--- config.mk ---
export PLATFORM = sky130hd
export DESIGN_NAME = isc_front
export DESIGN_NICKNAME = d
export VERILOG_FILES = /design/src/design/isc_pkg.sv /design/src/design/isc_front.sv
export VERILOG_INCLUDE_DIRS = /design/src /design/src/design
export SDC_FILE = /design/constraint.sdc
export NUM_CORES = 1
export LEC_CHECK = 0
export ABC_AREA = 1
export BUFFER_PORTS_ARGS = -buffer_cell sky130_fd_sc_hd__buf_4
export CORE_MARGIN = 2
export CORE_UTILIZATION = 56
export CTS_CLUSTER_SIZE = 14
export DETAILED_ROUTE_END_ITERATION = 16
export PLACE_DENSITY = 0.88
export SETUP_SLACK_MARGIN = 0.05
export SYNTH_ARGS = -nofsm -noshare
export SYNTH_HDL_FRONTEND = slang
export SYNTH_SLANG_ARGS = --single-unit
--- constraint.sdc ---
create_clock -name i_clk -period 6.3 [get_ports i_clk]
set_clock_uncertainty 0.05 [all_clocks]
set_input_delay 1.26 -clock i_clk [delete_from_list [all_inputs] [get_ports i_clk]]
set_output_delay 1.26 -clock i_clk [all_outputs]
set_load 0.05 [all_outputs]
--- src/design/increasing_subsequence_counter_core_macros.svh ---
// Assertion macros shared by the increasing subsequence counter RTL.
// Depends on nothing; the modules that use them must declare i_clk and i_rst_n.
`ifndef INCREASING_SUBSEQUENCE_COUNTER_CORE_MACROS_SVH
`define INCREASING_SUBSEQUENCE_COUNTER_CORE_MACROS_SVH

// Same-cycle implication, disabled while reset is asserted.
`define ISC_ASSERT_NOW(lbl, ante, cons, msg) \
    lbl: assert property (@(posedge i_clk) disable iff (!i_rst_n) (ante) |-> (cons)) \
        else $error(msg);

// Next-cycle implication, disabled while reset is asserted.
`define ISC_ASSERT_NEXT(lbl, ante, cons, msg) \
    lbl: assert property (@(posedge i_clk) disable iff (!i_rst_n) (ante) |=> (cons)) \
        else $error(msg);

`endif

--- src/design/isc_pkg.sv ---
// Package for the increasing subsequence counter: sizes, payload structs, codes.
// Depends on nothing; used by every module of the block but isc_ram.
package isc_pkg;

    localparam int MAX_ELEMENTS = 256;
    localparam int MAX_LENGTH   = 16;

    localparam int VAL_W  = 32;
    localparam int CNT_W  = 63;
    localparam int K_W    = 5;
    localparam int IDX_W  = $clog2(MAX_ELEMENTS + 1);
    localparam int ADDR_W = $clog2(MAX_ELEMENTS);
    localparam int LVL_W  = (MAX_LENGTH > 1) ? $clog2(MAX_LENGTH) : 1;
    localparam int ROW_W  = MAX_LENGTH * CNT_W;

    localparam logic [CNT_W-1:0] SAT_MAX = {CNT_W{1'b1}};

    // Item queue between front and back
    localparam int QDEPTH = 2;
    localparam int QPTR_W = 1;
    localparam int QCNT_W = 2;

    // Configuration port
    localparam int PADDR_W = 3;
    localparam int PDATA_W = 32;
    localparam logic [PADDR_W-3:0] REG_SUBSEQ_LENGTH = '0;
    localparam logic [K_W-1:0]     SUBSEQ_LENGTH_RST = 5'd1;

    typedef struct packed {
        logic signed [VAL_W-1:0] elem_value;
        logic                    is_last;
    } t_in;

    typedef struct packed {
        logic [CNT_W-1:0] subseq_count;
        logic             count_saturated;
        logic             input_overflow;
    } t_out;

    // Classified item as it travels through the queue
    typedef struct packed {
        logic [VAL_W-1:0] key;      // sign-flipped value: unsigned order = signed order
        logic             last;
        logic             k_zero;   // k is zero: result is 1
        logic             k_track;  // 1 <= k <= MAX_LENGTH
        logic [LVL_W-1:0] lvl;      // k - 1 when tracked
    } t_item;

endpackage

--- src/design/isc_front.sv ---
// Front end: accepts items, classifies them and holds them in a two-entry queue.
// Depends on isc_pkg and increasing_subsequence_counter_core_macros.svh.
`include "increasing_subsequence_counter_core_macros.svh"

module isc_front (
    input  logic                    i_clk,
    input  logic                    i_rst_n,
    input  logic                    i_start,
    input  isc_pkg::t_in            i_in,
    input  logic [isc_pkg::K_W-1:0] i_k,
    output logic                    o_busy,
    output logic                    o_head_vld,
    output isc_pkg::t_item          o_head,
    input  logic                    i_pop
);

    isc_pkg::t_item              r_q [isc_pkg::QDEPTH];
    logic [isc_pkg::QPTR_W-1:0]  r_wp, n_wp;
    logic [isc_pkg::QPTR_W-1:0]  r_rp, n_rp;
    logic [isc_pkg::QCNT_W-1:0]  r_cnt, n_cnt;
    logic                        push;
    isc_pkg::t_item              item;

    // Classify: order key and the k decode, sampled with the item
    always_comb begin
        item.key     = {~i_in.elem_value[isc_pkg::VAL_W-1],
                        i_in.elem_value[isc_pkg::VAL_W-2:0]};
        item.last    = i_in.is_last;
        item.k_zero  = (i_k == '0);
        item.k_track = (i_k != '0) && (32'(i_k) <= 32'(isc_pkg::MAX_LENGTH));
        item.lvl     = isc_pkg::LVL_W'(i_k - isc_pkg::K_W'(1));
    end

    assign o_busy     = (r_cnt == isc_pkg::QCNT_W'(isc_pkg::QDEPTH));
    assign push       = i_start && !o_busy;
    assign o_head_vld = (r_cnt != '0);
    assign o_head     = r_q[r_rp];

    always_comb begin
        n_wp  = push  ? r_wp + isc_pkg::QPTR_W'(1) : r_wp;
        n_rp  = i_pop ? r_rp + isc_pkg::QPTR_W'(1) : r_rp;
        n_cnt = r_cnt;
        if (push && !i_pop) begin
            n_cnt = r_cnt + isc_pkg::QCNT_W'(1);
        end else if (!push && i_pop) begin
            n_cnt = r_cnt - isc_pkg::QCNT_W'(1);
        end
    end

    always_ff @(posedge i_clk) begin
        if (!i_rst_n) begin
            r_wp  <= '0;
            r_rp  <= '0;
            r_cnt <= '0;
        end else begin
            r_wp  <= n_wp;
            r_rp  <= n_rp;
            r_cnt <= n_cnt;
        end
    end

    always_ff @(posedge i_clk) begin
        if (push) begin
            r_q[r_wp] <= item;
        end
    end

    `ISC_ASSERT_NOW(a_pop_nonempty, i_pop, r_cnt != '0, "pop from empty item queue")
    `ISC_ASSERT_NEXT(a_push_grows, push && !i_pop, r_cnt == $past(r_cnt) + 2'd1,
        "queue count did not advance on push")

endmodule

==> impl_metrics.prom, run 1 <==
# TYPE chip_impl_metric gauge
chip_impl_metric{name="leakage",unit="nW"} 1.58
chip_impl_metric{name="ys_types",unit=""} 19
chip_impl_metric{name="full_die_area",unit="sq um"} 6280
chip_impl_metric{name="grt_overflow_total",unit=""} 0
chip_impl_metric{name="timing.fmax",unit="MHz"} 304
chip_impl_metric{name="synth_fp_nets",unit=""} 213
chip_impl_metric{name="r2r_slack",unit="ns"} 4.33
chip_impl_metric{name="initial_antenna_violation_count",unit=""} 0
chip_impl_metric{name="cts.path.max_buffers",unit=""} 2
chip_impl_metric{name="pin_count_of_the_biggest_net_entering_global_routing",unit=""} 40
chip_impl_metric{name="routed-via-count",unit=""} 1737
chip_impl_metric{name="route.detailed.drc",unit=""} 0
chip_impl_metric{name="drt-total-wl",unit="mm"} 5.46
chip_impl_metric{name="clk_transition_reported_paths",unit="ns"} 0.07
chip_impl_metric{name="number_of_warnings_issued_by_yosys",unit=""} 0
chip_impl_metric{name="detail_route_antenna_nets",unit=""} 0
chip_impl_info{name="timing.critical_path.cells",value="mux2_2 > buf_4"} 1
chip_impl_metric{name="clock_sink_count",unit=""} 83
chip_impl_info{name="setup.worst_path.start_class",value="register"} 1
chip_impl_info{name="hold_path_startpoint",value="r_rp$_SDFFE_PN0P_"} 1
chip_impl_metric{name="p_int",unit="W"} 0.000934
chip_impl_metric{name="worst_ir_drop_vdd",unit="V"} 0.000185
chip_impl_metric{name="worstRegToRegCells",unit=""} 3
chip_impl_metric{name="worstPathRequired",unit="ns"} 4.99
chip_impl_metric{name="groute.layer.met1.usage",unit="%"} 23.2
chip_impl_metric{name="power.switching",unit="W"} 0.000375
chip_impl_metric{name="period_needed",unit="ns"} 3.29
chip_impl_metric{name="hold_path_depth",unit=""} 2
chip_impl_metric{name="multi_input_comb_area",unit="sq um"} 651
chip_impl_metric{name="pin_count",unit=""} 83
chip_impl_metric{name="cts_htree_levels",unit=""} 3
chip_impl_info{name="hold_path.class",value="reg2reg"} 1
chip_impl_metric{name="path_max_fanout",unit=""} 39
chip_impl_info{name="end_kind",value="output pin"} 1
chip_impl_metric{name="ys_ff_latch",unit=""} 83
chip_impl_metric{name="cts-resized-gates",unit=""} 0
chip_impl_metric{name="max-slew-margin-rel",unit="%"} 25.0
chip_impl_metric{name="max-cap-violations",unit=""} 0
chip_impl_info{name="clock_tree_from_tritoncts",value="done"} 1
chip_impl_metric{name="timing.final.crit_share",unit="%"} 52.3
chip_impl_metric{name="synth_area",unit="sq um"} 3170
chip_impl_info{name="grt_most_used_layer",value="met2"} 1
chip_impl_metric{name="wl_per_cell",unit="microns"} 16.3
chip_impl_info{name="timing.hold.worst_endpoint",value="r_rp$_SDFFE_PN0P_"} 1
chip_impl_metric{name="cts_buffers",unit=""} 9
chip_impl_metric{name="timing_hold_violations_final",unit=""} 0
chip_impl_info{name="outcome",value="complete, no violations"} 1
chip_impl_metric{name="critical_path_arrival",unit="ns"} 1.98
chip_impl_metric{name="dieHeight",unit="microns"} 79.2
chip_impl_metric{name="core_region_area",unit="sq um"} 5470
chip_impl_metric{name="combinationalPowerShare",unit="%"} 21.1
chip_impl_metric{name="mean_cell_area_of_the_mapped_netlist",unit="sq um"} 18.9
chip_impl_metric{name="synth_seq_area_share",unit="%"} 77.1
chip_impl_info{name="leading_cell_type_in_the_layout_fill_and_taps_excluded",value="sky130_fd_sc_hd__buf_4"} 1
chip_impl_metric{name="clk_latency",unit="ns"} 0.34
chip_impl_metric{name="drt_pass1_iterations",unit=""} 4
chip_impl_metric{name="die-width",unit="microns"} 79.2
chip_impl_metric{name="report.final.setup_viol",unit=""} 0
chip_impl_metric{name="dpl.hpwl",unit="mm"} 3.57
chip_impl_info{name="reg_to_reg_startpoint",value="r_cnt[1]$_SDFFE_PN0P_"} 1
chip_impl_metric{name="clock_power_share",unit="%"} 27.2
chip_impl_metric{name="portBuffers",unit=""} 82
chip_impl_metric{name="power.density_cell_area",unit="nW/um^2"} 325
chip_impl_metric{name="row_count",unit=""} 27
chip_impl_metric{name="initial_cell_density_of_the_core",unit="%"} 57.9
chip_impl_metric{name="wire_length_of_the_first_global_routing_pass",unit="mm"} 8.35
chip_impl_metric{name="num_antenna_cells",unit=""} 0
chip_impl_metric{name="via_per_inst",unit=""} 5.20
chip_impl_info{name="cp_slowest_cell",value="sky130_fd_sc_hd__dfxtp_2"} 1
chip_impl_info{name="grt_setup_unrepaired",value="no"} 1
chip_impl_metric{name="flow.area_growth_from_synthesis",unit="%"} 27.3
chip_impl_metric{name="net_count_final",unit=""} 302
chip_impl_metric{name="fin_tns_setup",unit="ns"} 0
chip_impl_info{name="layout.cells.most_common_list",value="sky130_fd_sc_hd__buf_4 (82), sky130_fd_sc_hd__edfxtp_1 (78), sky130_fd_sc_hd__mux2_2 (29), sky130_fd_sc_hd__inv_1 (13), sky130_fd_sc_hd__mux2_4 (10)"} 1
chip_impl_metric{name="synthesis.instances",unit=""} 168
chip_impl_metric{name="fillerInstances",unit=""} 377
chip_impl_metric{name="place_congestion",unit=""} 0.688
chip_impl_metric{name="global_route.usage.met2",unit="%"} 29.8
chip_impl_info{name="r2r_end",value="r_q[1][30]$_DFFE_PP_"} 1
chip_impl_metric{name="detailedRoute.firstIterationViolations",unit=""} 115
chip_impl_metric{name="post_route_cells_drive_above_1_share",unit="%"} 52.3
chip_impl_metric{name="worst-slew-pin-transition",unit="ns"} 1.12
chip_impl_metric{name="global_route.usage.met3",unit="%"} 5.23
chip_impl_metric{name="grt_use_total",unit="%"} 18.2
chip_impl_metric{name="post-cts-setup-buffer-count",unit=""} 0
chip_impl_metric{name="share_seq_of_total_power",unit="%"} 51.7
chip_impl_metric{name="grt_pass1_vias",unit=""} 1693
chip_impl_metric{name="post-layout-total-power",unit="W"} 0.00131
chip_impl_metric{name="postCtsHoldBufs",unit=""} 0
chip_impl_metric{name="ff_latch_area",unit="sq um"} 2440
chip_impl_metric{name="switching_share_of_power",unit="%"} 28.6
chip_impl_metric{name="slew_viol_final",unit=""} 0
chip_impl_info{name="cts.root.buffer_cell",value="sky130_fd_sc_hd__clkbuf_8"} 1
chip_impl_info{name="critical_path_class",value="reg2out"} 1
chip_impl_metric{name="timing.critical_path.slowest_cell_delay",unit="ns"} 1.01
-- per-layer routing --
metal,share of wire [%],up-vias
met4,1.2,0
met5,0,-
met2,52,58
met3,5.9,5
met1,41,875
li1,-,799
-- flip-flops by register name (all words and copies together), names as in the netlist, named ones only --
signal / count
r_q: 78
r_rp: 1
r_wp: 1
r_cnt: 2
-- power groups by stage --
stage          clock, W  sequential, W  combinational [W]
5_1_grt        0.000385       0.000682           0.000290
3_3_place_gp          0       0.000686           0.000273
2_1_floorplan         0       0.000678           0.000199
3_5_place_dp          0       0.000690           0.000277
6_report       0.000356       0.000677           0.000276
4_1_cts        0.000364       0.000677           0.000278
-- synth_stat cells --
| master | instances | share of area [%] |
|---|---|---|
| sky130_fd_sc_hd__a21oi_1 | 1 | 0.16 |
| sky130_fd_sc_hd__buf_4 | 2 | 0.47 |
| sky130_fd_sc_hd__buf_6 | 1 | 0.36 |
| sky130_fd_sc_hd__buf_8 | 1 | 0.47 |
| sky130_fd_sc_hd__dfxtp_1 | 5 | 3.2 |
| sky130_fd_sc_hd__edfxtp_1 | 78 | 74 |
| sky130_fd_sc_hd__ha_1 | 3 | 1.2 |
| sky130_fd_sc_hd__inv_1 | 13 | 1.5 |
| sky130_fd_sc_hd__mux2_2 | 29 | 10 |
| sky130_fd_sc_hd__mux2_4 | 10 | 4.7 |
| sky130_fd_sc_hd__nand2_1 | 7 | 0.83 |
| sky130_fd_sc_hd__nand3_1 | 1 | 0.16 |
| sky130_fd_sc_hd__nand4_1 | 1 | 0.20 |
| sky130_fd_sc_hd__nor2_1 | 9 | 1.1 |
| sky130_fd_sc_hd__nor3_1 | 1 | 0.16 |
| sky130_fd_sc_hd__nor3b_1 | 1 | 0.24 |
| sky130_fd_sc_hd__o21ai_0 | 2 | 0.32 |
| sky130_fd_sc_hd__o21ai_1 | 1 | 0.16 |
| sky130_fd_sc_hd__xor2_1 | 2 | 0.55 |
-- cell families after synthesis --
kind of cell | share of synthesized area (%)
DFF | 77.1
muxes | 15.0
buffers and inverters | 2.84
xor gates and xnor gates | 0.553
adders and majority gates | 1.18
AOI/OAI and AO/OA | 0.632
and+or+nand+nor | 2.65
-- worst max-delay path: cells and delay by family, from the launching register on --
kind | cells | cell delay, ns
buffers and inverters | 1 | 0.19
muxes | 1 | 0.43
DFF | 1 | 1.01
-- through the flow --
step	cell area [sq um]	utilization, %	hold WS (ns)	std cells	setup slack [ns]
floorplan	3170	-	0.413	168	2.81
global placement	3850	70.3	0.423	318	3.35
detailed placement	3850	70.3	0.440	318	3.35
CTS	4030	73.7	0.463	334	2.96
global route	4030	73.7	0.513	334	2.91
finish	4030	73.7	0.454	334	3.01
-- worst max path at each step --
stage,start,to,slack (ns),cells past startpoint
5_1_grt,register,o_head[31],2.91,2
2_1_floorplan,i_start,r_q[0][0]$_DFFE_PP_,2.81,2
4_1_cts,register,o_head[30],2.96,2
3_5_place_dp,register,o_head[12],3.35,2
6_report,register,o_head[31],3.01,2
3_3_place_gp,register,o_head[14],3.35,2
-- final cells by class --
| cell class | instances | share of cell area (%) |
|---|---|---|
| repair buffers | 82 | 15.3 |
| clock buffers | 11 | 3.26 |
| flip-flops and latches | 83 | 60.6 |
| well taps | 72 | 2.23 |
| inverters | 13 | 1.21 |
| multi-input cells | 68 | 16.1 |
| clock inverters | 5 | 1.33 |
No activity file was read; power rests on OpenSTA's default activity.
==> run 2, diff against run 1 <==
--- a/config.mk
+++ b/config.mk
@@ -9,10 +9,10 @@
 export ABC_AREA = 1
 export BUFFER_PORTS_ARGS = -buffer_cell sky130_fd_sc_hd__buf_4
 export CORE_MARGIN = 2
-export CORE_UTILIZATION = 56
+export CORE_UTILIZATION = 52
 export CTS_CLUSTER_SIZE = 14
 export DETAILED_ROUTE_END_ITERATION = 16
-export PLACE_DENSITY = 0.88
+export PLACE_DENSITY = 0.83
 export SETUP_SLACK_MARGIN = 0.05
 export SYNTH_ARGS = -nofsm -noshare
 export SYNTH_HDL_FRONTEND = slang
==> constraint.sdc (replaced) <==
create_clock -name i_clk -period 3.4 [get_ports i_clk]
set_clock_uncertainty 0.05 [all_clocks]
set_input_delay 0.68 -clock i_clk [delete_from_list [all_inputs] [get_ports i_clk]]
set_output_delay 0.68 -clock i_clk [all_outputs]
set_load 0.05 [all_outputs]
==> impl_metrics.prom, run 2 (synthesis results as in run 1) <==
# TYPE chip_impl_metric gauge
chip_impl_info{name="outcome",value="complete, no violations"} 1
chip_impl_metric{name="max_reg_flops",unit=""} 78
chip_impl_info{name="critical_path_class",value="reg2out"} 1
chip_impl_metric{name="cts.path.max_buffers",unit=""} 2
chip_impl_metric{name="postCtsHoldBufs",unit=""} 0
chip_impl_metric{name="cts_buffers",unit=""} 9
chip_impl_metric{name="routed-via-count",unit=""} 1691
chip_impl_metric{name="drt-total-wl",unit="mm"} 5.03
chip_impl_metric{name="net_count_final",unit=""} 307
chip_impl_metric{name="grt_overflow_total",unit=""} 0
chip_impl_info{name="cts.root.buffer_cell",value="sky130_fd_sc_hd__clkbuf_8"} 1
chip_impl_info{name="layout.cells.most_common_list",value="sky130_fd_sc_hd__buf_4 (86), sky130_fd_sc_hd__edfxtp_1 (78), sky130_fd_sc_hd__mux2_2 (29), sky130_fd_sc_hd__inv_1 (13), sky130_fd_sc_hd__mux2_4 (10)"} 1
chip_impl_metric{name="placement.cell_area",unit="sq um"} 3900
chip_impl_info{name="end_kind",value="output pin"} 1
chip_impl_metric{name="grt_use_total",unit="%"} 15.8
chip_impl_metric{name="row_count",unit=""} 28
chip_impl_metric{name="post_route_cells_drive_above_1_share",unit="%"} 54.3
chip_impl_metric{name="num_antenna_cells",unit=""} 0
chip_impl_metric{name="hold_slack",unit="ns"} 0.462
chip_impl_info{name="timing.hold.worst_endpoint",value="r_q[0][15]$_DFFE_PP_"} 1
chip_impl_metric{name="timing.fmax",unit="MHz"} 396
chip_impl_metric{name="clk_latency",unit="ns"} 0.34
chip_impl_metric{name="wire_length_of_the_first_global_routing_pass",unit="mm"} 7.56
chip_impl_metric{name="cts-resized-gates",unit=""} 0
chip_impl_metric{name="pin_count_of_the_biggest_net_entering_global_routing",unit=""} 25
chip_impl_metric{name="portBuffers",unit=""} 82
chip_impl_info{name="grt_setup_unrepaired",value="no"} 1
chip_impl_metric{name="flow.area_growth_from_synthesis",unit="%"} 28.7
chip_impl_metric{name="clk_transition_reported_paths",unit="ns"} 0.09
chip_impl_metric{name="post-cts-setup-buffer-count",unit=""} 0
chip_impl_metric{name="dpl.hpwl",unit="mm"} 3.53
chip_impl_metric{name="post-layout-total-power",unit="W"} 0.00239
chip_impl_metric{name="max-slew-margin-rel",unit="%"} 65.4
chip_impl_metric{name="worst-slew-pin-transition",unit="ns"} 0.515
chip_impl_info{name="r2r_end",value="r_cnt[1]$_SDFFE_PN0P_"} 1
chip_impl_metric{name="place_congestion",unit=""} 0.654
chip_impl_metric{name="wl_per_cell",unit="microns"} 14.7
chip_impl_metric{name="worstRegToRegCells",unit=""} 9
chip_impl_metric{name="power.density_cell_area",unit="nW/um^2"} 586
chip_impl_metric{name="slew_viol_final",unit=""} 0
chip_impl_metric{name="full_die_area",unit="sq um"} 6730
chip_impl_metric{name="core_region_area",unit="sq um"} 5920
chip_impl_metric{name="period_needed",unit="ns"} 2.53
chip_impl_info{name="hold_path.class",value="in2reg"} 1
chip_impl_info{name="clock_tree_from_tritoncts",value="done"} 1
chip_impl_metric{name="r2r_slack",unit="ns"} 1.63
chip_impl_metric{name="initial_antenna_violation_count",unit=""} 0
chip_impl_metric{name="hold_path_depth",unit=""} 1
chip_impl_metric{name="final_cells",unit=""} 342
chip_impl_metric{name="cts_htree_levels",unit=""} 3
chip_impl_metric{name="pin_count",unit=""} 83
chip_impl_info{name="setup.worst_path.start_class",value="register"} 1
chip_impl_metric{name="dieHeight",unit="microns"} 82.1
chip_impl_metric{name="timing_hold_violations_final",unit=""} 0
chip_impl_metric{name="report.final.setup_viol",unit=""} 0
chip_impl_metric{name="leakage",unit="nW"} 1.61
chip_impl_info{name="leading_cell_type_in_the_layout_fill_and_taps_excluded",value="sky130_fd_sc_hd__buf_4"} 1
chip_impl_metric{name="die-width",unit="microns"} 82.1
chip_impl_metric{name="grt_pass1_vias",unit=""} 1690
chip_impl_metric{name="final_cell_area",unit="sq um"} 4080
chip_impl_info{name="max_flop_register",value="r_q"} 1
chip_impl_info{name="reg_to_reg_startpoint",value="r_cnt[1]$_SDFFE_PN0P_"} 1
chip_impl_metric{name="fin_tns_setup",unit="ns"} 0
chip_impl_metric{name="drt_pass1_iterations",unit=""} 4
chip_impl_metric{name="path_max_fanout",unit=""} 15
chip_impl_metric{name="detail_route_antenna_nets",unit=""} 0
chip_impl_info{name="reg_top3",value="r_q (78), r_cnt (2)"} 1
chip_impl_metric{name="detailedRoute.firstIterationViolations",unit=""} 114
chip_impl_metric{name="timing.final.crit_share",unit="%"} 74.3
chip_impl_metric{name="critical_path_arrival",unit="ns"} 1.80
chip_impl_metric{name="max-cap-violations",unit=""} 0
chip_impl_info{name="hold_path_startpoint",value="i_in[9]"} 1
chip_impl_metric{name="worst_ir_drop_vdd",unit="V"} 0.000413
chip_impl_metric{name="via_per_inst",unit=""} 4.94
chip_impl_metric{name="initial_cell_density_of_the_core",unit="%"} 53.5
chip_impl_metric{name="post-place-cells",unit=""} 326
chip_impl_metric{name="worstPathRequired",unit="ns"} 2.67
chip_impl_metric{name="route.detailed.drc",unit=""} 0
chip_impl_metric{name="clock_sink_count",unit=""} 83
[run 2: cell count changes in the layout (fill, tap and decap cells not counted)]
| cell | before | now |
|---|---|---|
| sky130_fd_sc_hd__clkinv_2 | 1 | 2 |
| sky130_fd_sc_hd__buf_12 | 0 | 1 |
| sky130_fd_sc_hd__clkinv_1 | 1 | 0 |
| sky130_fd_sc_hd__buf_4 | 82 | 86 |
| sky130_fd_sc_hd__inv_6 | 0 | 3 |
| sky130_fd_sc_hd__bufinv_16 | 1 | 0 |
| sky130_fd_sc_hd__clkbuf_1 | 2 | 0 |
[run 2: worst max path at each step]
stage                               end
floorplan           r_q[0][0]$_DFFE_PP_
global placement             o_head[38]
detailed placement           o_head[13]
CTS                          o_head[13]
global route                 o_head[13]
finish                       o_head[13]
[run 2: area by class of cell]
cell class | instances | area (sq um)
Clock inverter | 7 | 51.3
Tap cell | 75 | 93.8
Sequential cell | 83 | 2440
Clock buffer | 9 | 124
Inverter | 13 | 48.8
Timing Repair Buffer | 87 | 666
Fill cell | 409 | 1840
Multi-Input combinational cell | 68 | 651
[run 2: power breakdown]
group / internal, W / switching [W]
Sequential: 0.00121 / 0.0000274
Combinational: 0.000188 / 0.000340
Clock: 0.000270 / 0.000350
Total: 0.00167 / 0.000718
[run 2: through the flow]
step                      setup WS (ns)  utilization [%]
after floorplan                   0.487                -
after global placement             1.21             65.9
after detailed placement           1.22             65.9
after CTS                         0.833             68.9
after global routing              0.780             68.9
final                             0.874             68.9
[run 2: per-layer routing]
metal,vias to the layer above,routed length [microns],GRT usage (%),share of wire (%)
met4,0,95,8.50,1.9
li1,814,-,-,-
met1,812,2020,18.6,40
met2,54,2590,26.0,52
met5,-,0,0,0
met3,11,313,4.73,6.2
[run 2: worst max-delay path, stage by stage (launching register included)]
cell	delay, ns
sky130_fd_sc_hd__dfxtp_2	0.58
sky130_fd_sc_hd__buf_4	0.31
sky130_fd_sc_hd__mux2_2	0.37
sky130_fd_sc_hd__buf_4	0.19
==> run 3, diff against run 2 <==
==> constraint.sdc (replaced) <==
create_clock -name i_clk -period 2.5 [get_ports i_clk]
set_clock_uncertainty 0.05 [all_clocks]
set_input_delay 0.5 -clock i_clk [delete_from_list [all_inputs] [get_ports i_clk]]
set_output_delay 0.5 -clock i_clk [all_outputs]
set_load 0.05 [all_outputs]
==> impl_metrics.prom, run 3 (synthesis results as in run 1) <==
# TYPE chip_impl_metric gauge
chip_impl_metric{name="post_route_cells_drive_above_1_share",unit="%"} 53.2
chip_impl_metric{name="route.detailed.drc",unit=""} 0
chip_impl_info{name="layout.cells.most_common_list",value="sky130_fd_sc_hd__buf_4 (84), sky130_fd_sc_hd__edfxtp_1 (78), sky130_fd_sc_hd__mux2_2 (29), sky130_fd_sc_hd__inv_1 (13), sky130_fd_sc_hd__mux2_4 (10)"} 1
chip_impl_metric{name="die-width",unit="microns"} 82.1
chip_impl_metric{name="worst-slew-pin-transition",unit="ns"} 0.508
chip_impl_metric{name="cts_buffers",unit=""} 9
chip_impl_info{name="reg_top3",value="r_q (78), r_cnt (2)"} 1
chip_impl_info{name="hold_path.class",value="in2reg"} 1
chip_impl_metric{name="routed-via-count",unit=""} 1670
chip_impl_metric{name="critical_path_arrival",unit="ns"} 1.67
chip_impl_metric{name="period_needed",unit="ns"} 2.22
chip_impl_metric{name="grt_overflow_total",unit=""} 0
chip_impl_metric{name="grt_pass1_vias",unit=""} 1692
chip_impl_metric{name="place_congestion",unit=""} 0.683
chip_impl_metric{name="timing.critical_path.slowest_cell_delay",unit="ns"} 0.51
chip_impl_metric{name="flow.area_growth_from_synthesis",unit="%"} 29.2
chip_impl_metric{name="pin_count_of_the_biggest_net_entering_global_routing",unit=""} 40
chip_impl_metric{name="critical_path_buf_inv_count",unit=""} 2
chip_impl_metric{name="worstPathRequired",unit="ns"} 1.95
chip_impl_info{name="end_kind",value="output pin"} 1
chip_impl_metric{name="grt_use_total",unit="%"} 15.8
chip_impl_metric{name="row_count",unit=""} 28
chip_impl_metric{name="post-place-cells",unit=""} 324
chip_impl_metric{name="route.met3.wl",unit="microns"} 380
chip_impl_metric{name="drt-total-wl",unit="mm"} 4.96
chip_impl_metric{name="report.final.setup_viol",unit=""} 0
chip_impl_metric{name="path_max_fanout",unit=""} 28
chip_impl_metric{name="initial_cell_density_of_the_core",unit="%"} 53.5
chip_impl_metric{name="slew_viol_final",unit=""} 0
chip_impl_info{name="leading_cell_type_in_the_layout_fill_and_taps_excluded",value="sky130_fd_sc_hd__buf_4"} 1
chip_impl_metric{name="hold_slack",unit="ns"} 0.287
chip_impl_metric{name="post-cts-setup-buffer-count",unit=""} 0
chip_impl_info{name="cp_slowest_cell",value="sky130_fd_sc_hd__dfxtp_2"} 1
chip_impl_metric{name="fin_tns_setup",unit="ns"} 0
chip_impl_metric{name="cts.path.max_buffers",unit=""} 2
chip_impl_metric{name="dieHeight",unit="microns"} 82.1
chip_impl_metric{name="cts-resized-gates",unit=""} 0
chip_impl_metric{name="core_region_area",unit="sq um"} 5920
chip_impl_metric{name="detail_route_antenna_nets",unit=""} 0
chip_impl_metric{name="num_antenna_cells",unit=""} 0
chip_impl_metric{name="pin_count",unit=""} 83
chip_impl_metric{name="initial_antenna_violation_count",unit=""} 0
chip_impl_info{name="clock_tree_from_tritoncts",value="done"} 1
chip_impl_metric{name="dpl.hpwl",unit="mm"} 3.40
chip_impl_info{name="timing.critical_path.max_delay_family",value="flip-flops"} 1
chip_impl_metric{name="timing.fmax",unit="MHz"} 451
chip_impl_metric{name="via_per_inst",unit=""} 4.91
chip_impl_info{name="timing.critical_path.cells",value="buf_12 > mux2_2 > buf_4"} 1
chip_impl_metric{name="leakage",unit="nW"} 1.62
chip_impl_info{name="setup.worst_path.start_class",value="register"} 1
chip_impl_info{name="max_flop_register",value="r_q"} 1
chip_impl_metric{name="worst_ir_drop_vdd",unit="V"} 0.000853
chip_impl_metric{name="max_reg_flops",unit=""} 78
chip_impl_info{name="cts.root.buffer_cell",value="sky130_fd_sc_hd__clkbuf_8"} 1
chip_impl_metric{name="wl_per_cell",unit="microns"} 14.6
chip_impl_metric{name="clk_latency",unit="ns"} 0.34
chip_impl_metric{name="timing.final.crit_share",unit="%"} 88.7
chip_impl_metric{name="max-slew-margin-rel",unit="%"} 65.9
chip_impl_metric{name="net_count_final",unit=""} 305
chip_impl_metric{name="max-cap-violations",unit=""} 0
chip_impl_metric{name="full_die_area",unit="sq um"} 6730
chip_impl_metric{name="postCtsHoldBufs",unit=""} 0
chip_impl_info{name="grt_setup_unrepaired",value="no"} 1
chip_impl_metric{name="post-layout-total-power",unit="W"} 0.00338
chip_impl_metric{name="met2RoutedLength",unit="mm"} 2.60
chip_impl_metric{name="drt_pass1_iterations",unit=""} 4
chip_impl_metric{name="detailedRoute.firstIterationViolations",unit=""} 61
chip_impl_metric{name="portBuffers",unit=""} 82
chip_impl_metric{name="wire_length_of_the_first_global_routing_pass",unit="mm"} 7.47
chip_impl_metric{name="power.density_cell_area",unit="nW/um^2"} 826
chip_impl_metric{name="final_cells",unit=""} 340
chip_impl_metric{name="m1WireLength",unit="mm"} 1.89
chip_impl_info{name="outcome",value="complete, no violations"} 1
chip_impl_info{name="critical_path_class",value="reg2out"} 1
chip_impl_metric{name="clk_transition_reported_paths",unit="ns"} 0.08
chip_impl_metric{name="clock_sink_count",unit=""} 83
chip_impl_info{name="highest_layer",value="met4"} 1
chip_impl_metric{name="timing_hold_violations_final",unit=""} 0
chip_impl_metric{name="cts_htree_levels",unit=""} 3
## run 3: cell count changes in the layout (fill, tap and decap cells not counted), sizes merged
| cell | delta |
|---|---|
| buf | -2 |
| clkinv | +3 |
| inv | -3 |
| clkinvlp | -2 |
| bufinv | +2 |
## run 3: routing by layer
metal,track usage (%),up-vias
li1,-,807
met1,16.2,798
met2,28.0,57
met3,5.49,8
met4,8.50,0
met5,0,-
## run 3: area by class of cell
type	instances	area [sq um]
Clock buffer	9	124
Clock inverter	7	82.6
Fill cell	402	1830
Inverter	13	48.8
Multi-Input combinational cell	68	651
Sequential cell	83	2440
Tap cell	75	93.8
Timing Repair Buffer	85	651
## run 3: power by group
part	total [W]	internal [W]	switching, W
clock	0.000981	0.000550	0.000431
sequential	0.00169	0.00165	0.0000346
combinational	0.000714	0.000249	0.000464
total	0.00338	0.00245	0.000930
## run 3: path summary, 6_finish.rpt
check / from / to / slack (ns) / depth (start not counted)
worst max register to register: r_cnt[1]$_SDFFE_PN0P_ / r_cnt[1]$_SDFFE_PN0P_ / 0.77 / 9
worst max-delay path: register / o_head[17] / 0.28 / 3
worst min register to register: r_rp$_SDFFE_PN0P_ / r_rp$_SDFFE_PN0P_ / 0.44 / 2
worst min-delay path: i_in[16] / r_q[1][22]$_DFFE_PP_ / 0.29 / 1
## run 3: stage by stage
step | utilization [%] | setup slack, ns | instance area (sq um)
after floorplan | - | -0.233 | 3170
after global placement | 65.7 | 0.636 | 3890
after detailed placement | 65.7 | 0.633 | 3890
after CTS | 69.1 | 0.245 | 4090
after global routing | 69.1 | 0.200 | 4090
final | 69.1 | 0.282 | 4090
